### src/design/mclf_pkg.sv
// Shared types and constants for the modem command line front end.
// No dependencies; the top level, mclf_dp and mclf_ctrl import this package.
package mclf_pkg;

   // Line store geometry
   localparam int LINE_DEPTH = 40;
   localparam int ADDR_W     = $clog2(LINE_DEPTH);
   localparam int LEN_W      = $clog2(LINE_DEPTH + 1);

   // Configuration port geometry
   localparam int CSR_IDX_W  = 3;
   localparam int CSR_DATA_W = 8;

   // Fixed characters of the command prefix and replay
   localparam logic [7:0] CHAR_A     = 8'h41;
   localparam logic [7:0] CHAR_SLASH = 8'h2F;
   localparam logic [7:0] CHAR_T     = 8'h54;

   // Register reset values
   localparam logic [7:0] RST_ESCAPE    = 8'd43;
   localparam logic [7:0] RST_RETURN    = 8'd13;
   localparam logic [7:0] RST_LINEFEED  = 8'd10;
   localparam logic [7:0] RST_BACKSPACE = 8'd8;

   // Result codes
   localparam logic [2:0] RC_OK    = 3'd0;
   localparam logic [2:0] RC_ERROR = 3'd4;

   // Configuration register indexes
   typedef enum logic [CSR_IDX_W-1:0] {
      CSR_ESCAPE    = 3'd0,
      CSR_RETURN    = 3'd1,
      CSR_LINEFEED  = 3'd2,
      CSR_BACKSPACE = 3'd3,
      CSR_ECHO      = 3'd4,
      CSR_QUIET     = 3'd5
   } csr_index_type;

   // Result item kinds
   typedef enum logic [2:0] {
      KIND_ECHO   = 3'd0,
      KIND_DATA   = 3'd1,
      KIND_RESULT = 3'd2,
      KIND_CHAR   = 3'd3,
      KIND_END    = 3'd4
   } kind_type;

   // What a command-mode byte does to the line
   typedef enum logic [2:0] {
      ACT_OTHER,
      ACT_START,
      ACT_STORE,
      ACT_RETURN,
      ACT_BKSP,
      ACT_FULL,
      ACT_REPLAY
   } action_type;

   // Source of the item pushed into the output register
   typedef enum logic [2:0] {
      EM_ECHO,
      EM_ESC,
      EM_DATA,
      EM_OK,
      EM_ERROR,
      EM_CHAR,
      EM_END
   } emit_type;

   // Controller to datapath
   typedef struct packed {
      logic     take;        // ready for a new item
      logic     set_online;  // apply a set-online request
      logic     esc_inc;     // count one more escape
      logic     esc_trip;    // third escape: back to command mode
      logic     esc_clear;   // escapes flushed
      logic     apply;       // apply the line action of a command byte
      logic     line_done;   // line end emitted
      logic     bk_read;     // read the new last character after backspace
      logic     bk_load;     // load that character as previous char
      logic     idx_inc;
      logic     idx_clear;
      logic     push;
      emit_type emit;
      logic     last;
   } cmd_type;

   // Datapath to controller
   typedef struct packed {
      logic       is_set;
      logic       online;
      logic       is_esc;
      logic       esc_full;
      logic       quiet;
      logic       echo_now;
      logic       more_after_echo;
      action_type action;
      logic       idx_done;
      logic       out_free;
   } status_type;

endpackage

### src/design/mclf_if.sv
// Channel interfaces for the modem command line front end: request and response.
// Depends on nothing; valid/ready handshake with source and sink modports.
interface mclf_req_if;
   logic       valid;
   logic       ready;
   logic       req_type;
   logic [7:0] data_byte;
   logic       online_sel;

   modport source (output valid, output req_type, output data_byte, output online_sel,
                   input ready);
   modport sink (input valid, input req_type, input data_byte, input online_sel,
                 output ready);
endinterface

interface mclf_rsp_if;
   logic       valid;
   logic       ready;
   logic [2:0] out_kind;
   logic [7:0] out_byte;
   logic [2:0] result_code;
   logic [5:0] line_length;
   logic       last;

   modport source (output valid, output out_kind, output out_byte, output result_code,
                   output line_length, output last, input ready);
   modport sink (input valid, input out_kind, input out_byte, input result_code,
                 input line_length, input last, output ready);
endinterface

### src/design/modem_command_line_front_end_unit.sv
// Top level of the modem command line front end: controller plus datapath.
// Depends on mclf_pkg, mclf_if, mclf_ctrl and mclf_dp.
//
// Usage: req_chan carries terminal bytes (req_type 0) or set-online requests
//   (req_type 1). rsp_chan returns echo, network data, result codes, command
//   characters and line ends; the final result of an item has last set.
//   csr_we/csr_index/csr_wdata write the six registers; write them while idle.
// Timing: one item is in work at a time; ready is high only between items.
//   A line replay reads its stored characters one at a time from the line
//   store's single read port.
// Reset: synchronous; restores the register defaults, command mode and an
//   empty line. The line store needs no clearing pass.
// Stalls: results wait in one output register; while that register is full and
//   rsp_chan.ready is low the sequencer holds at its next result. A new item
//   may be taken while the last result of the previous one still waits.
module modem_command_line_front_end_unit
   import mclf_pkg::*;
(
   input  logic                  clock,
   input  logic                  reset,
   mclf_req_if.sink              req_chan,
   mclf_rsp_if.source            rsp_chan,
   input  logic                  csr_we,
   input  logic [CSR_IDX_W-1:0]  csr_index,
   input  logic [CSR_DATA_W-1:0] csr_wdata
);

   cmd_type    cmd;
   status_type status;

   mclf_ctrl u_ctrl (
      .clock    (clock),
      .reset    (reset),
      .req_valid(req_chan.valid),
      .status   (status),
      .cmd      (cmd)
   );

   mclf_dp u_dp (
      .clock    (clock),
      .reset    (reset),
      .req_chan (req_chan),
      .rsp_chan (rsp_chan),
      .csr_we   (csr_we),
      .csr_index(csr_index),
      .csr_wdata(csr_wdata),
      .cmd      (cmd),
      .status   (status)
   );

endmodule

### src/design/mclf_ram.sv
// Generic single-write, single-read RAM with registered read data.
// No dependencies.
module mclf_ram #(
   parameter int WIDTH = 8,
   parameter int DEPTH = 40
) (
   input  logic                     clock,
   input  logic                     we,
   input  logic [$clog2(DEPTH)-1:0] waddr,
   input  logic [WIDTH-1:0]         wdata,
   input  logic [$clog2(DEPTH)-1:0] raddr,
   output logic [WIDTH-1:0]         rdata
);

   logic [WIDTH-1:0] mem [DEPTH];
   logic [WIDTH-1:0] rdata_ff;

   // Write port and registered read port
   always_ff @(posedge clock) begin
      if (we) begin
         mem[waddr] <= wdata;
      end
      rdata_ff <= mem[raddr];
   end

   assign rdata = rdata_ff;

endmodule

### src/design/mclf_dp.sv
// Datapath of the modem command line front end: registers, mode state, line store,
// output register. Depends on mclf_pkg, mclf_if and mclf_ram.
module mclf_dp
   import mclf_pkg::*;
(
   input  logic                  clock,
   input  logic                  reset,
   mclf_req_if.sink              req_chan,
   mclf_rsp_if.source            rsp_chan,
   input  logic                  csr_we,
   input  logic [CSR_IDX_W-1:0]  csr_index,
   input  logic [CSR_DATA_W-1:0] csr_wdata,
   input  cmd_type               cmd,
   output status_type            status
);

   // Configuration registers
   logic [7:0] esc_char_ff, ret_char_ff, lf_char_ff, bs_char_ff;
   logic       echo_en_ff, quiet_ff;

   // Mode and line state
   logic             online_ff, online_in;
   logic             collecting_ff, collecting_in;
   logic [7:0]       prev_char_ff, prev_char_in;
   logic [LEN_W-1:0] line_count_ff, line_count_in;
   logic [LEN_W-1:0] prev_line_ff, prev_line_in;
   logic [1:0]       esc_count_ff, esc_count_in;

   // Captured item
   logic       type_ff;
   logic [7:0] c_ff;
   logic       go_ff;

   // Emission index
   logic [LEN_W-1:0] idx_ff, idx_in;

   // Output register
   logic       out_valid_ff, out_valid_in;
   logic [2:0] out_kind_ff, out_kind_in;
   logic [7:0] out_byte_ff, out_byte_in;
   logic [2:0] out_code_ff, out_code_in;
   logic [5:0] out_len_ff, out_len_in;
   logic       out_last_ff;

   // Line store
   logic [ADDR_W-1:0] raddr;
   logic [7:0]        rd_data;
   logic              store_we;

   action_type       action;
   logic [LEN_W-1:0] line_len;
   logic [LEN_W-1:0] bk_addr;
   logic             accept;

   assign accept         = req_chan.valid && cmd.take;
   assign req_chan.ready = cmd.take;

   // Configuration writes
   always_ff @(posedge clock) begin
      if (reset) begin
         esc_char_ff <= RST_ESCAPE;
         ret_char_ff <= RST_RETURN;
         lf_char_ff  <= RST_LINEFEED;
         bs_char_ff  <= RST_BACKSPACE;
         echo_en_ff  <= 1'b1;
         quiet_ff    <= 1'b0;
      end else if (csr_we) begin
         case (csr_index_type'(csr_index))
            CSR_ESCAPE:    esc_char_ff <= csr_wdata[7:0];
            CSR_RETURN:    ret_char_ff <= csr_wdata[7:0];
            CSR_LINEFEED:  lf_char_ff  <= csr_wdata[7:0];
            CSR_BACKSPACE: bs_char_ff  <= csr_wdata[7:0];
            CSR_ECHO:      echo_en_ff  <= csr_wdata[0];
            CSR_QUIET:     quiet_ff    <= csr_wdata[0];
            default: ;
         endcase
      end
   end

   // Classify the held command-mode byte
   always_comb begin
      action = ACT_OTHER;
      if (collecting_ff) begin
         if (c_ff == ret_char_ff) begin
            action = ACT_RETURN;
         end else if (c_ff == bs_char_ff && line_count_ff != '0) begin
            action = ACT_BKSP;
         end else if (line_count_ff >= LEN_W'(LINE_DEPTH)) begin
            action = ACT_FULL;
         end else begin
            action = ACT_STORE;
         end
      end else if (prev_char_ff == CHAR_A) begin
         if (c_ff == CHAR_SLASH) begin
            action = ACT_REPLAY;
         end else if (c_ff == CHAR_T) begin
            action = ACT_START;
         end
      end
   end

   assign line_len = (action == ACT_RETURN) ? line_count_ff : prev_line_ff;
   assign bk_addr  = (line_count_ff >= LEN_W'(2)) ? line_count_ff - LEN_W'(2) : '0;

   // Status toward the controller
   always_comb begin
      status.is_set          = type_ff;
      status.online          = online_ff;
      status.is_esc          = (c_ff == esc_char_ff);
      status.esc_full        = (esc_count_ff >= 2'd2);
      status.quiet           = quiet_ff;
      status.echo_now        = echo_en_ff &&
                               !(c_ff == lf_char_ff && prev_char_ff == ret_char_ff);
      status.more_after_echo = (action == ACT_RETURN) || (action == ACT_REPLAY) ||
                               (action == ACT_FULL && !quiet_ff);
      status.action          = action;
      status.idx_done        = online_ff ? (idx_ff == LEN_W'(esc_count_ff))
                                         : (idx_ff == line_len);
      status.out_free        = !out_valid_ff || rsp_chan.ready;
   end

   // Next values of the mode and line state
   always_comb begin
      online_in     = online_ff;
      collecting_in = collecting_ff;
      prev_char_in  = prev_char_ff;
      line_count_in = line_count_ff;
      prev_line_in  = prev_line_ff;
      esc_count_in  = esc_count_ff;
      store_we      = 1'b0;

      if (cmd.set_online) begin
         online_in = go_ff;
      end
      if (cmd.esc_inc) begin
         esc_count_in = esc_count_ff + 2'd1;
      end
      if (cmd.esc_trip) begin
         esc_count_in = 2'd0;
         online_in    = 1'b0;
      end
      if (cmd.esc_clear) begin
         esc_count_in = 2'd0;
      end
      if (cmd.apply) begin
         case (action)
            ACT_BKSP: begin
               line_count_in = line_count_ff - LEN_W'(1);
            end
            ACT_FULL: begin
               collecting_in = 1'b0;
               line_count_in = '0;
               prev_line_in  = '0;
               prev_char_in  = c_ff;
            end
            ACT_STORE: begin
               store_we      = 1'b1;
               line_count_in = line_count_ff + LEN_W'(1);
               prev_char_in  = c_ff;
            end
            ACT_START: begin
               collecting_in = 1'b1;
               prev_char_in  = c_ff;
            end
            ACT_OTHER: begin
               prev_char_in = c_ff;
            end
            default: ;
         endcase
      end
      if (cmd.line_done) begin
         collecting_in = 1'b0;
         line_count_in = '0;
         prev_char_in  = c_ff;
         if (action == ACT_RETURN) begin
            prev_line_in = line_count_ff;
         end
      end
      if (cmd.bk_load && line_count_ff != '0) begin
         prev_char_in = rd_data;
      end
   end

   // Emission index; the read address looks one step ahead
   always_comb begin
      idx_in = idx_ff;
      if (cmd.idx_clear) begin
         idx_in = '0;
      end else if (cmd.idx_inc) begin
         idx_in = idx_ff + LEN_W'(1);
      end
      raddr = cmd.bk_read ? bk_addr[ADDR_W-1:0] : idx_in[ADDR_W-1:0];
   end

   // Output register: drop on take, load on push
   assign out_valid_in = cmd.push || (out_valid_ff && !rsp_chan.ready);

   always_ff @(posedge clock) begin
      if (reset) begin
         online_ff     <= 1'b0;
         collecting_ff <= 1'b0;
         prev_char_ff  <= 8'd0;
         line_count_ff <= '0;
         prev_line_ff  <= '0;
         esc_count_ff  <= 2'd0;
         idx_ff        <= '0;
         out_valid_ff  <= 1'b0;
      end else begin
         online_ff     <= online_in;
         collecting_ff <= collecting_in;
         prev_char_ff  <= prev_char_in;
         line_count_ff <= line_count_in;
         prev_line_ff  <= prev_line_in;
         esc_count_ff  <= esc_count_in;
         idx_ff        <= idx_in;
         out_valid_ff  <= out_valid_in;
      end
   end

   // Capture the accepted item
   always_ff @(posedge clock) begin
      if (accept) begin
         type_ff <= req_chan.req_type;
         c_ff    <= req_chan.data_byte;
         go_ff   <= req_chan.online_sel;
      end
   end

   // Select the output payload
   always_comb begin
      out_kind_in = KIND_ECHO;
      out_byte_in = 8'd0;
      out_code_in = RC_OK;
      out_len_in  = 6'd0;
      case (cmd.emit)
         EM_ECHO: begin
            out_kind_in = KIND_ECHO;
            out_byte_in = c_ff;
         end
         EM_ESC: begin
            out_kind_in = KIND_DATA;
            out_byte_in = esc_char_ff;
         end
         EM_DATA: begin
            out_kind_in = KIND_DATA;
            out_byte_in = c_ff;
         end
         EM_OK: begin
            out_kind_in = KIND_RESULT;
         end
         EM_ERROR: begin
            out_kind_in = KIND_RESULT;
            out_code_in = RC_ERROR;
         end
         EM_CHAR: begin
            out_kind_in = KIND_CHAR;
            out_byte_in = rd_data;
         end
         EM_END: begin
            out_kind_in = KIND_END;
            out_len_in  = 6'(line_len);
         end
         default: begin
            out_kind_in = KIND_ECHO;
         end
      endcase
   end

   // Load the output payload
   always_ff @(posedge clock) begin
      if (cmd.push) begin
         out_last_ff <= cmd.last;
         out_kind_ff <= out_kind_in;
         out_byte_ff <= out_byte_in;
         out_code_ff <= out_code_in;
         out_len_ff  <= out_len_in;
      end
   end

   assign rsp_chan.valid       = out_valid_ff;
   assign rsp_chan.out_kind    = out_kind_ff;
   assign rsp_chan.out_byte    = out_byte_ff;
   assign rsp_chan.result_code = out_code_ff;
   assign rsp_chan.line_length = out_len_ff;
   assign rsp_chan.last        = out_last_ff;

   mclf_ram #(
      .WIDTH(8),
      .DEPTH(LINE_DEPTH)
   ) u_line_store (
      .clock(clock),
      .we   (store_we),
      .waddr(line_count_ff[ADDR_W-1:0]),
      .wdata(c_ff),
      .raddr(raddr),
      .rdata(rd_data)
   );

endmodule

### src/design/mclf_ctrl.sv
// Controller of the modem command line front end: sequences each item's results.
// Depends on mclf_pkg.
module mclf_ctrl
   import mclf_pkg::*;
(
   input  logic       clock,
   input  logic       reset,
   input  logic       req_valid,
   input  status_type status,
   output cmd_type    cmd
);

   typedef enum logic [2:0] {
      ST_IDLE,
      ST_DISPATCH,
      ST_ECHO,
      ST_ACTION,
      ST_BK_LOAD,
      ST_LINE,
      ST_FLUSH,
      ST_RESULT
   } state_type;

   state_type state_ff, state_in;
   logic      err_ff, err_in;

   // Hold state and the pending result code
   always_ff @(posedge clock) begin
      if (reset) begin
         state_ff <= ST_IDLE;
         err_ff   <= 1'b0;
      end else begin
         state_ff <= state_in;
         err_ff   <= err_in;
      end
   end

   // Decode commands and advance
   always_comb begin
      state_in = state_ff;
      err_in   = err_ff;
      cmd      = '0;
      cmd.emit = EM_ECHO;

      case (state_ff)
         ST_IDLE: begin
            cmd.take      = 1'b1;
            cmd.idx_clear = 1'b1;
            if (req_valid) begin
               state_in = ST_DISPATCH;
            end
         end

         ST_DISPATCH: begin
            if (status.is_set) begin
               cmd.set_online = 1'b1;
               state_in       = ST_IDLE;
            end else if (status.online) begin
               if (status.is_esc) begin
                  if (status.esc_full) begin
                     cmd.esc_trip = 1'b1;
                     err_in       = 1'b0;
                     state_in     = status.quiet ? ST_IDLE : ST_RESULT;
                  end else begin
                     cmd.esc_inc = 1'b1;
                     state_in    = ST_IDLE;
                  end
               end else begin
                  state_in = ST_FLUSH;
               end
            end else begin
               state_in = status.echo_now ? ST_ECHO : ST_ACTION;
            end
         end

         ST_ECHO: begin
            if (status.out_free) begin
               cmd.push = 1'b1;
               cmd.emit = EM_ECHO;
               cmd.last = !status.more_after_echo;
               state_in = ST_ACTION;
            end
         end

         ST_ACTION: begin
            cmd.apply = 1'b1;
            case (status.action)
               ACT_RETURN, ACT_REPLAY: begin
                  state_in = ST_LINE;
               end
               ACT_BKSP: begin
                  cmd.bk_read = 1'b1;
                  state_in    = ST_BK_LOAD;
               end
               ACT_FULL: begin
                  err_in   = 1'b1;
                  state_in = status.quiet ? ST_IDLE : ST_RESULT;
               end
               default: begin
                  state_in = ST_IDLE;
               end
            endcase
         end

         ST_BK_LOAD: begin
            cmd.bk_load = 1'b1;
            state_in    = ST_IDLE;
         end

         // Stream stored characters, then the line end
         ST_LINE: begin
            if (status.out_free) begin
               cmd.push = 1'b1;
               if (!status.idx_done) begin
                  cmd.emit    = EM_CHAR;
                  cmd.idx_inc = 1'b1;
               end else begin
                  cmd.emit      = EM_END;
                  cmd.last      = 1'b1;
                  cmd.line_done = 1'b1;
                  cmd.idx_clear = 1'b1;
                  state_in      = ST_IDLE;
               end
            end
         end

         // Release held escapes, then the byte itself
         ST_FLUSH: begin
            if (status.out_free) begin
               cmd.push = 1'b1;
               if (!status.idx_done) begin
                  cmd.emit    = EM_ESC;
                  cmd.idx_inc = 1'b1;
               end else begin
                  cmd.emit      = EM_DATA;
                  cmd.last      = 1'b1;
                  cmd.esc_clear = 1'b1;
                  cmd.idx_clear = 1'b1;
                  state_in      = ST_IDLE;
               end
            end
         end

         ST_RESULT: begin
            if (status.out_free) begin
               cmd.push = 1'b1;
               cmd.emit = err_ff ? EM_ERROR : EM_OK;
               cmd.last = 1'b1;
               state_in = ST_IDLE;
            end
         end

         default: begin
            state_in = ST_IDLE;
         end
      endcase
   end

endmodule
### src/flat_wrapper.sv
// flat-port wrapper written by rule: the top's interface ports become plain ports
module modem_command_line_front_end_unit_flat import mclf_pkg::*;
  (clock, reset, csr_we, csr_index, csr_wdata, req_chan_valid, req_chan_req_type, req_chan_data_byte, req_chan_online_sel, req_chan_ready, rsp_chan_valid, rsp_chan_out_kind, rsp_chan_out_byte, rsp_chan_result_code, rsp_chan_line_length, rsp_chan_last, rsp_chan_ready);
  mclf_req_if req_chan_i ();
  mclf_rsp_if rsp_chan_i ();
  input  logic clock;
  input  logic reset;
  input  logic csr_we;
  input  logic [CSR_IDX_W-1:0] csr_index;
  input  logic [CSR_DATA_W-1:0] csr_wdata;
  input wire logic [$bits(req_chan_i.valid)-1:0] req_chan_valid;
  input wire logic [$bits(req_chan_i.req_type)-1:0] req_chan_req_type;
  input wire logic [$bits(req_chan_i.data_byte)-1:0] req_chan_data_byte;
  input wire logic [$bits(req_chan_i.online_sel)-1:0] req_chan_online_sel;
  output wire logic [$bits(req_chan_i.ready)-1:0] req_chan_ready;
  output wire logic [$bits(rsp_chan_i.valid)-1:0] rsp_chan_valid;
  output wire logic [$bits(rsp_chan_i.out_kind)-1:0] rsp_chan_out_kind;
  output wire logic [$bits(rsp_chan_i.out_byte)-1:0] rsp_chan_out_byte;
  output wire logic [$bits(rsp_chan_i.result_code)-1:0] rsp_chan_result_code;
  output wire logic [$bits(rsp_chan_i.line_length)-1:0] rsp_chan_line_length;
  output wire logic [$bits(rsp_chan_i.last)-1:0] rsp_chan_last;
  input wire logic [$bits(rsp_chan_i.ready)-1:0] rsp_chan_ready;
  assign req_chan_i.valid = req_chan_valid;
  assign req_chan_i.req_type = req_chan_req_type;
  assign req_chan_i.data_byte = req_chan_data_byte;
  assign req_chan_i.online_sel = req_chan_online_sel;
  assign req_chan_ready = req_chan_i.ready;
  assign rsp_chan_valid = rsp_chan_i.valid;
  assign rsp_chan_out_kind = rsp_chan_i.out_kind;
  assign rsp_chan_out_byte = rsp_chan_i.out_byte;
  assign rsp_chan_result_code = rsp_chan_i.result_code;
  assign rsp_chan_line_length = rsp_chan_i.line_length;
  assign rsp_chan_last = rsp_chan_i.last;
  assign rsp_chan_i.ready = rsp_chan_ready;
  modem_command_line_front_end_unit u_core (.clock(clock), .reset(reset), .req_chan(req_chan_i), .rsp_chan(rsp_chan_i), .csr_we(csr_we), .csr_index(csr_index), .csr_wdata(csr_wdata));
endmodule
### config.mk
export PLATFORM = sky130hd
export DESIGN_NAME = modem_command_line_front_end_unit_flat
export DESIGN_NICKNAME = d
export VERILOG_FILES = /design/src/design/mclf_pkg.sv /design/src/design/mclf_if.sv /design/src/design/modem_command_line_front_end_unit.sv /design/src/design/mclf_ram.sv /design/src/design/mclf_dp.sv /design/src/design/mclf_ctrl.sv /design/src/flat_wrapper.sv
export SDC_FILE = /design/constraint.sdc
export NUM_CORES = 1
export LEC_CHECK = 0
export BUFFER_PORTS_ARGS = -buffer_cell sky130_fd_sc_hd__buf_2
export CAP_MARGIN = 40
export CORE_ASPECT_RATIO = 0.8
export CORE_MARGIN = 2
export CORE_UTILIZATION = 45
export DETAILED_ROUTE_END_ITERATION = 12
export SYNTH_ARGS = -nofsm -noshare
export SYNTH_HDL_FRONTEND = slang
export SYNTH_SLANG_ARGS = --single-unit
export TNS_END_PERCENT = 100
### constraint.sdc
create_clock -name clock -period 5.8 [get_ports clock]
set_input_delay 0.58 -clock clock [delete_from_list [all_inputs] [get_ports clock]]
set_output_delay 0.58 -clock clock [all_outputs]
set_load 0.01 [all_outputs]
==> results.sh, run 1 <==
export IMPL_outcome="completed"
export IMPL_cp_start_kind="register"
export IMPL_antenna_found_initial=4
export IMPL_syn_inst=1573
export IMPL_nets=1650
export IMPL_yosysWarnings=0
export IMPL_r2r_slack_ps=950
export IMPL_yosys_area_top_type_share_pct=57.1
export IMPL_viasPerCell=5.83
export IMPL_ios=49
export IMPL_synthTopCellsByCount="edfxtp_1, nand2_1, nand3_1"
export IMPL_num_rows=66
export IMPL_clk_pin_slew_ps=60
export IMPL_worst_slack_ps=947
export IMPL_worstSetupPathType="register to register"
export IMPL_endpoint="u_core.u_dp.u_line_store.rdata[4]"
export IMPL_grt_setup_unrepaired="no"
export IMPL_grt_max_degree=79
export IMPL_slew_headroom_pct=42.7
export IMPL_synth_most_common_cell="edfxtp_1"
export IMPL_worst_pin_slew_ps=857
export IMPL_fp_coreArea_um2=40500
export IMPL_synthArstFlopShare_pct=0
export IMPL_clockBufferDepth=3
export IMPL_swShare_pct=21.6
export IMPL_numCtsBuffers=44
export IMPL_hold_viol_final=0
export IMPL_cp_max_fo=20
export IMPL_htree_num_levels=2
export IMPL_power_frac_clock_pct=42.8
export IMPL_synth_distinct_cells=70
export IMPL_worst_setup_path_end_kind="register"
export IMPL_vias=12800
export IMPL_yosys_top_cells_area="edfxtp_1, dfxtp_1, nand2_1, mux2i_1, nand3_1"
export IMPL_dp_hpwl_um=33000
export IMPL_ys_flop_type="edfxtp_1"
export IMPL_preCtsSetupSlack_ps=1110
export IMPL_max_freq_ghz=0.206
export IMPL_yosysSeqAreaShare_pct=65.5
export IMPL_synth_edf_count=349
export IMPL_syn_area_um2=18400
export IMPL_period_needed_ps=4850
export IMPL_tns_ps=0
export IMPL_drive_above_1_share_pct=10.2
export IMPL_wl_per_cell_um=23.1
export IMPL_timing_hold_ws_ps=203
export IMPL_grt_overflow_total=0
export IMPL_floorplan_initialDensity_pct=45.4
export IMPL_p_sw_w=0.00140
export IMPL_vdd_drop_max_mv=0.221
export IMPL_drt_iter0_markers=1556
export IMPL_seq_power_share_pct=52.6
export IMPL_cts_tree="built"
export IMPL_die_area_um2=42500
export IMPL_p_per_area_nw_per_um2=315
export IMPL_synth_seq_cells=426
export IMPL_worstPathRequired_ps=6260
export IMPL_slew_violations=0
export IMPL_drc=0
export IMPL_fin_crit_sh_pct=83.7
export IMPL_critPathLaunch="u_core.u_dp.c_ff[2]"
export IMPL_track_usage_pct=23.7
export IMPL_dieHeight_um=185
export IMPL_place_gp_congestion=0.965
export IMPL_post_cts_resized=0
export IMPL_finalSetupViolCount=0
export IMPL_grt_pass1_wl_um=75600
export IMPL_power_w=0.00649
export IMPL_drv_cap=0
export IMPL_worst_ep_arrival_time_ps=5310
export IMPL_internal_power_w=0.00508
export IMPL_rr_endpoint="u_core.u_dp.u_line_store.rdata[4]"
export IMPL_p_leak_nw=7.07
export IMPL_regToRegStartpoint="u_core.u_dp.c_ff[2]"
export IMPL_ant_nets=0
export IMPL_syn_area_per_cell_um2=11.7
export IMPL_grt_pass1_vias=12100
export IMPL_min_path_type="input pin to register"
export IMPL_cts_setup_buffers=0
export IMPL_portBuffers=46
export IMPL_synth_area_leader_cell="edfxtp_1"
export IMPL_cts_hold_buf=0
export IMPL_wl_um=50500
export IMPL_cts_sinks=426
export IMPL_clock_root_buffer="clkbuf_16"
export IMPL_clk_latency_ps=550
export IMPL_synthToLayoutAreaGrowth_pct=12.3
export IMPL_die_width_um=230
export IMPL_final_setup_skew_ps=15.2
export IMPL_combPwrFrac_pct=4.6
export IMPL_reg2regPathDepth=13
export IMPL_drt_pass1_iter_count=6
[registers in the layout (all words and copies together) (netlist names), 3 cells and up]
name	flops
u_core.u_ctrl.state_ff	3
u_core.u_dp.bs_char_ff	8
u_core.u_dp.c_ff	8
u_core.u_dp.esc_char_ff	8
u_core.u_dp.idx_ff	6
u_core.u_dp.lf_char_ff	8
u_core.u_dp.line_count_ff	6
u_core.u_dp.prev_char_ff	8
u_core.u_dp.prev_line_ff	6
u_core.u_dp.ret_char_ff	8
u_core.u_dp.rsp_chan.line_length	6
u_core.u_dp.rsp_chan.out_byte	8
u_core.u_dp.rsp_chan.out_kind	3
u_core.u_dp.u_line_store.mem	320
u_core.u_dp.u_line_store.rdata	8
[per-layer routing]
layer	vias up	routed length, um	global-route usage [%]
met5	-	41	0
met1	6298	23200	36.1
li1	5791	-	-
met3	72	5180	6.00
met4	6	836	5.08
met2	591	21200	33.9
[area by class of cell]
type	count	area [um2]
clock buffers	68	1330
repair buffers	81	536
clock inverters	11	93.8
multi-input cells	1042	5880
flip-flops and latches	426	12000
fillers	3536	19800
inverters	17	63.8
well taps	544	681
diodes	1	2.50
[metrics by stage]
step	instances	utilization, %	area, um2
final	2190	50.9	20600
after global routing	2189	50.9	20600
after CTS	2188	50.9	20600
after detailed placement	2109	47.4	19200
after global placement	2102	47.2	19100
after floorplan	1574	-	18400
[worst min-delay path by stage]
stage	cells after the start	end	start
final	1	u_core.u_dp.type_ff	req_chan_req_type
after global routing	1	u_core.u_dp.type_ff	req_chan_req_type
after CTS	1	u_core.u_dp.type_ff	req_chan_req_type
after detailed placement	2	u_core.u_dp.lf_char_ff[0]	u_core.u_dp.lf_char_ff[0]
after global placement	2	u_core.u_dp.lf_char_ff[0]	u_core.u_dp.lf_char_ff[0]
after floorplan	2	u_core.u_dp.echo_en_ff	u_core.u_dp.echo_en_ff
[cells in the final DEF, fill, tap and decap left out, drive strengths merged, types with 19 or more instances in the layout]
master,n
edfxtp,349
nand2,341
nand3,108
nor2,104
a21oi,89
buf,81
dfxtp,77
clkbuf,68
mux2i,62
xor2,33
xnor2,29
a31oi,28
and3,24
o21ai,19
[power by group through the flow]
stage	Combinational [W]	Sequential, W	Clock [W]
6_report	0.000301	0.00341	0.00277
2_1_floorplan	0.000139	0.00350	0
3_3_place_gp	0.000295	0.00348	0
4_1_cts	0.000298	0.00341	0.00281
5_1_grt	0.000327	0.00341	0.00294
3_5_place_dp	0.000298	0.00348	0
[cells by family after synthesis]
kind of cell    Yosys count  synth area share (%)
compound gates          232                  8.54
xor+xnor                 62                  2.96
simple gates            671                  16.1
flops                   426                  65.5
mux                      62                  3.38
buf+inv                 106                  2.64
fa+ha+maj                13                 0.913
other cells               1                0.0204
[critical path, stage by stage (launching register included)]
cell and delay, ps:
edfxtp_1 400, xnor2_1 250, nand4_1 300, o311a_1 430
or3_1 390, a2111oi_4 560, a21oi_4 220, a21boi_4 590
nor2_1 350, buf_4 290, a32oi_1 280, a31oi_1 120
or3_1 390, o22ai_1 180
Power figures use the tool's default switching activity.
==> run 2, diff against run 1 <==
==> constraint.sdc (replaced) <==
create_clock -name clock -period 4.4 [get_ports clock]
set_input_delay 0.44 -clock clock [delete_from_list [all_inputs] [get_ports clock]]
set_output_delay 0.44 -clock clock [all_outputs]
set_load 0.01 [all_outputs]
==> results.sh, run 2 (synthesized netlist as in run 1, its figures left out) <==
export IMPL_max_freq_ghz=0.237
export IMPL_worst_ep_arrival_time_ps=4680
export IMPL_nets=1726
export IMPL_crit_chain="xnor2_1, nand4_1, o311a_1, or3_1, a2111oi_4, buf_4, a21oi_4, a21oi_4, buf_12, buf_4, nand2_1, a32oi_1, a31oi_1, or2_0, o32ai_1"
export IMPL_hold_end="u_core.u_dp.type_ff"
export IMPL_place_gp_congestion=0.933
export IMPL_regToRegStartpoint="u_core.u_dp.c_ff[2]"
export IMPL_reg2regPathDepth=15
export IMPL_die_width_um=230
export IMPL_drc=0
export IMPL_slowest_stage="edfxtp_1"
export IMPL_clk_latency_ps=560
export IMPL_hold_path_cell_count=1
export IMPL_slew_violations=0
export IMPL_swShare_pct=21.8
export IMPL_final_common_cell="edfxtp_1"
export IMPL_largest_reg_flops=320
export IMPL_min_delay_start="req_chan_req_type"
export IMPL_wl_per_cell_um=22.7
export IMPL_die_area_um2=42500
export IMPL_final_setup_skew_ps=25.0
export IMPL_combPwrFrac_pct=4.8
export IMPL_antenna_found_initial=1
export IMPL_drt_iter0_markers=1500
export IMPL_floorplan_initialDensity_pct=45.4
export IMPL_dp_hpwl_um=34400
export IMPL_internal_power_w=0.00673
export IMPL_final_fill_count=3553
export IMPL_grt_pass1_vias=12200
export IMPL_worst_setup_path_end_kind="register"
export IMPL_track_usage_pct=24.2
export IMPL_cp_start_kind="register"
export IMPL_hold_viol_final=0
export IMPL_p_sw_w=0.00188
export IMPL_cts_tree="built"
export IMPL_p_leak_nw=7.49
export IMPL_grt_setup_unrepaired="no"
export IMPL_grt_pass1_wl_um=76600
export IMPL_rr_endpoint="u_core.u_dp.u_line_store.rdata[0]"
export IMPL_drive_above_1_share_pct=14.4
export IMPL_stdcell_area_um2=21300
export IMPL_final_cell_mix="edfxtp_1, nand2_1, nand3_1, nor2_1, buf_4"
export IMPL_p_per_area_nw_per_um2=405
export IMPL_cp_max_fo=36
export IMPL_wl_um=51500
export IMPL_dieHeight_um=185
export IMPL_power_frac_clock_pct=43.0
export IMPL_cts_hold_buf=0
export IMPL_vias=13000
export IMPL_num_rows=66
export IMPL_ios=49
export IMPL_antenna_cells=0
export IMPL_finalSetupViolCount=0
export IMPL_period_needed_ps=4220
export IMPL_outcome="completed"
export IMPL_fp_coreArea_um2=40500
export IMPL_worstSetupPathType="register to register"
export IMPL_seq_power_share_pct=52.2
export IMPL_min_path_type="input pin to register"
export IMPL_fin_crit_sh_pct=96.0
export IMPL_tns_ps=0
export IMPL_clock_root_buffer="clkbuf_16"
export IMPL_clk_pin_slew_ps=60
export IMPL_worst_pin_slew_ps=797
export IMPL_drt_pass1_iter_count=6
export IMPL_portBuffers=46
export IMPL_grt_max_degree=57
export IMPL_cts_sinks=426
export IMPL_worstPathRequired_ps=4860
export IMPL_placed_cell_area_um2=19800
export IMPL_numCtsBuffers=44
export IMPL_drv_cap=0
export IMPL_htree_num_levels=2
export IMPL_cpPeakStageDelay_ps=440
export IMPL_viasPerCell=5.74
export IMPL_slew_headroom_pct=46.7
export IMPL_top_register="u_core.u_dp.u_line_store.mem"
export IMPL_clockBufferDepth=3
export IMPL_grt_overflow_total=0
export IMPL_synthToLayoutAreaGrowth_pct=15.8
export IMPL_ant_nets=0
export IMPL_vdd_drop_max_mv=0.309
export IMPL_r2r_slack_ps=180
[run 2: how the worst max path moves through the flow]
stage                                   start                                end  slack, ps  cells after the start
after floorplan           u_core.u_dp.c_ff[4]  u_core.u_dp.u_line_store.rdata[2]        200                     14
after CTS                 u_core.u_dp.c_ff[2]  u_core.u_dp.u_line_store.rdata[1]         90                     14
after global routing      u_core.u_dp.c_ff[4]  u_core.u_dp.u_line_store.rdata[1]         30                     16
after detailed placement  u_core.u_dp.c_ff[2]  u_core.u_dp.u_line_store.rdata[1]        130                     14
final                     u_core.u_dp.c_ff[2]  u_core.u_dp.u_line_store.rdata[0]        180                     15
after global placement    u_core.u_dp.c_ff[2]  u_core.u_dp.u_line_store.rdata[0]        220                     13
[run 2: final cells by class]
type / count / area (um2) / share of cell area, %
flip-flops and latches: 426 / 12000 / 56.5
multi-input cells: 1042 / 5930 / 27.9
repair buffers: 157 / 1150 / 5.41
clock buffers: 57 / 1200 / 5.65
inverters: 17 / 63.8 / 0.300
well taps: 544 / 681 / 3.20
clock inverters: 23 / 220 / 1.04
[run 2: through the flow]
| step | hold slack [ps] | total power, W | utilization [%] | setup slack (ps) | cells |
|---|---|---|---|---|---|
| finish | 55.1 | 0.00861 | 52.6 | 177 | 2266 |
| detailed placement | 468 | 0.00498 | 48.9 | 131 | 2182 |
| global route | 41.1 | 0.00888 | 52.6 | 25.3 | 2266 |
| CTS | 39.0 | 0.00865 | 52.4 | 94.0 | 2262 |
| global placement | 461 | 0.00497 | 48.9 | 218 | 2182 |
| floorplan | 446 | 0.00480 | - | 200 | 1574 |
[run 2: per-layer routing]
layer / GRT usage, % / wire, um / up-vias
li1: - / - / 5961
met1: 36.4 / 23600 / 6395
met2: 34.4 / 21700 / 573
met3: 6.84 / 5290 / 67
met4: 5.63 / 934 / 0
met5: 0 / 0 / -
[run 2: worst max-delay path, delay by kind of cell (launching register included)]
kind                      cells  cell delay [ps]
and+or+nand+nor               4              930
DFF                           1              440
buffers and inverters         3              690
xor gates and xnor gates      1              270
AOI/OAI and AO/OA             7             1760
[run 2: power by group through the flow]
stage          sequential [W]  combinational [W]  clock [W]
6_report              0.00449           0.000411    0.00370
5_1_grt               0.00449           0.000449    0.00394
4_1_cts               0.00449           0.000403    0.00376
3_5_place_dp          0.00457           0.000401          0
3_3_place_gp          0.00457           0.000399          0
2_1_floorplan         0.00461           0.000183          0
[run 2: what timing repair did]
item / in CTS / in global routing
endpoints found under the setup margin: 0 / 8
buffers inserted: 0 / 4
gates resized for setup: 0 / 7
==> run 3, diff against run 2 <==
--- a/config.mk
+++ b/config.mk
@@ -7,10 +7,13 @@
 export LEC_CHECK = 0
 export BUFFER_PORTS_ARGS = -buffer_cell sky130_fd_sc_hd__buf_2
 export CAP_MARGIN = 40
+export CELL_PAD_IN_SITES_DETAIL_PLACEMENT = 1
+export CELL_PAD_IN_SITES_GLOBAL_PLACEMENT = 1
 export CORE_ASPECT_RATIO = 0.8
 export CORE_MARGIN = 2
 export CORE_UTILIZATION = 45
 export DETAILED_ROUTE_END_ITERATION = 12
+export PLACE_DENSITY_LB_ADDON = 0.1
 export SYNTH_ARGS = -nofsm -noshare
 export SYNTH_HDL_FRONTEND = slang
 export SYNTH_SLANG_ARGS = --single-unit
==> results.sh, run 3 (synthesized netlist as in run 1, its figures left out) <==
export IMPL_top_register="u_core.u_dp.u_line_store.mem"
export IMPL_portBuffers=46
export IMPL_seq_power_share_pct=52.2
export IMPL_max_freq_ghz=0.234
export IMPL_grt_overflow_total=0
export IMPL_dieHeight_um=185
export IMPL_synthToLayoutAreaGrowth_pct=16.4
export IMPL_antenna_cells=0
export IMPL_die_width_um=230
export IMPL_floorplan_initialDensity_pct=45.4
export IMPL_grt_max_degree=62
export IMPL_drt_iter0_markers=1289
export IMPL_final_setup_skew_ps=33.0
export IMPL_combPwrFrac_pct=5.2
export IMPL_swShare_pct=22.4
export IMPL_clock_root_buffer="clkbuf_16"
export IMPL_slew_violations=0
export IMPL_period_needed_ps=4270
export IMPL_ios=49
export IMPL_htree_num_levels=2
export IMPL_die_area_um2=42500
export IMPL_worst_ep_arrival_time_ps=4720
export IMPL_clk_latency_ps=570
export IMPL_fin_crit_sh_pct=97.1
export IMPL_worst_pin_slew_ps=776
export IMPL_wl_per_cell_um=25.2
export IMPL_p_per_area_nw_per_um2=402
export IMPL_wl_um=57400
export IMPL_drc=0
export IMPL_timing_hold_ws_ps=44.7
export IMPL_cts_hold_buf=0
export IMPL_track_usage_pct=27.0
export IMPL_num_rows=66
export IMPL_antenna_found_initial=1
export IMPL_drt_pass1_iter_count=5
export IMPL_worstPathRequired_ps=4840
export IMPL_drv_cap=0
export IMPL_largest_reg_flops=320
export IMPL_preCtsSetupSlack_ps=16.3
export IMPL_nets=1733
export IMPL_p_leak_nw=7.57
export IMPL_worstSetupPathType="register to register"
export IMPL_final_common_cell="edfxtp_1"
export IMPL_outcome="completed"
export IMPL_vdd_drop_max_mv=0.325
export IMPL_finalSetupViolCount=0
export IMPL_cp_max_fo=6
export IMPL_clockBufferDepth=3
export IMPL_power_frac_clock_pct=42.6
export IMPL_viasPerCell=5.82
export IMPL_min_path_type="input pin to register"
export IMPL_worst_setup_path_end_kind="register"
export IMPL_dp_hpwl_um=38400
export IMPL_numCtsBuffers=44
export IMPL_fp_coreArea_um2=40500
export IMPL_grt_setup_unrepaired="no"
export IMPL_clk_pin_slew_ps=60
export IMPL_cp_start_kind="register"
export IMPL_hold_viol_final=0
export IMPL_grt_pass1_vias=13400
export IMPL_cts_sinks=426
export IMPL_internal_power_w=0.00667
export IMPL_grt_pass1_wl_um=84900
export IMPL_slew_headroom_pct=48.1
export IMPL_place_gp_congestion=0.895
export IMPL_power_w=0.00860
export IMPL_p_sw_w=0.00193
export IMPL_worst_slack_ps=128
export IMPL_ant_nets=0
export IMPL_final_cell_mix="edfxtp_1, nand2_1, nand3_1, buf_4, nor2_1"
export IMPL_drive_above_1_share_pct=15.5
export IMPL_cts_tree="built"
export IMPL_tns_ps=0
export IMPL_vias=13200
## run 3: cell count changes in the layout (fill, tap and decap cells not counted), moves of 2 or more
| cell | previous run | this run |
|---|---|---|
| clkinv_1 | 9 | 4 |
| clkinv_2 | 7 | 11 |
| clkbuf_2 | 0 | 3 |
| xnor2_1 | 24 | 21 |
| xnor2_2 | 5 | 8 |
| buf_4 | 104 | 106 |
| buf_6 | 0 | 2 |
| inv_6 | 4 | 2 |
## run 3: final timing paths
path	endpoint	slack, ps	start	cells past startpoint
setup / recovery	u_core.u_dp.u_line_store.rdata[1]	130	u_core.u_dp.c_ff[0]	15
hold / removal	u_core.u_dp.type_ff	40	req_chan_req_type	1
setup reg to reg	u_core.u_dp.u_line_store.rdata[1]	130	u_core.u_dp.c_ff[0]	15
hold reg to reg	u_core.u_dp.lf_char_ff[4]	470	u_core.u_dp.lf_char_ff[4]	2
## run 3: timing repair
| item | in CTS | in global routing |
|---|---|---|
| setup endpoints to repair | 3 | 8 |
| gates cloned | 0 | 1 |
| buffers inserted | 2 | 3 |
| resized for setup | 0 | 20 |
| pin swaps | 1 | 5 |
## run 3: area by class of cell
| cell class | count | area, um2 |
|---|---|---|
| multi-input combinational | 1042 | 5980 |
| timing repair buffer | 164 | 1250 |
| tap | 544 | 681 |
| sequential | 426 | 12000 |
| clock buffer | 59 | 1200 |
| fill | 4212 | 19100 |
| inverter | 17 | 63.8 |
| clock inverter | 20 | 181 |
## run 3: worst max-delay path, stage by stage, from the launching register on
cell and delay [ps]:
edfxtp_1 460, xnor2_2 210, nand4_1 240, o311a_1 420, or3_1 400, a2111oi_4 340
buf_4 210, buf_4 130, a21oi_1 70, xnor2_1 280, o22a_1 390, or2_2 230
buf_4 160, a31oi_1 60, or2_0 230, o32ai_1 310
## run 3: power by group through the flow
| stage | combinational, W | clock, W | sequential, W |
|---|---|---|---|
| detailed placement | 0.000427 | 0 | 0.00457 |
| global route | 0.000480 | 0.00388 | 0.00449 |
| global placement | 0.000416 | 0 | 0.00457 |
| CTS | 0.000429 | 0.00372 | 0.00448 |
| finish | 0.000445 | 0.00367 | 0.00449 |
| floorplan | 0.000183 | 0 | 0.00461 |
## run 3: stage by stage
step,area [um2],util [%],std cells
after CTS,21200,52.4,2268
after floorplan,18400,-,1574
after detailed placement,19800,49.0,2187
after global placement,19800,49.0,2187
final,21400,52.8,2272
after global routing,21400,52.8,2272
## run 3: per-layer routing
layer,GRT usage [%],up-vias,share of wire (%)
li1,-,5954,-
met1,40.4,6713,47
met2,39.9,484,43
met3,5.80,81,8.5
met4,6.53,2,1.9
met5,0,-,0.016
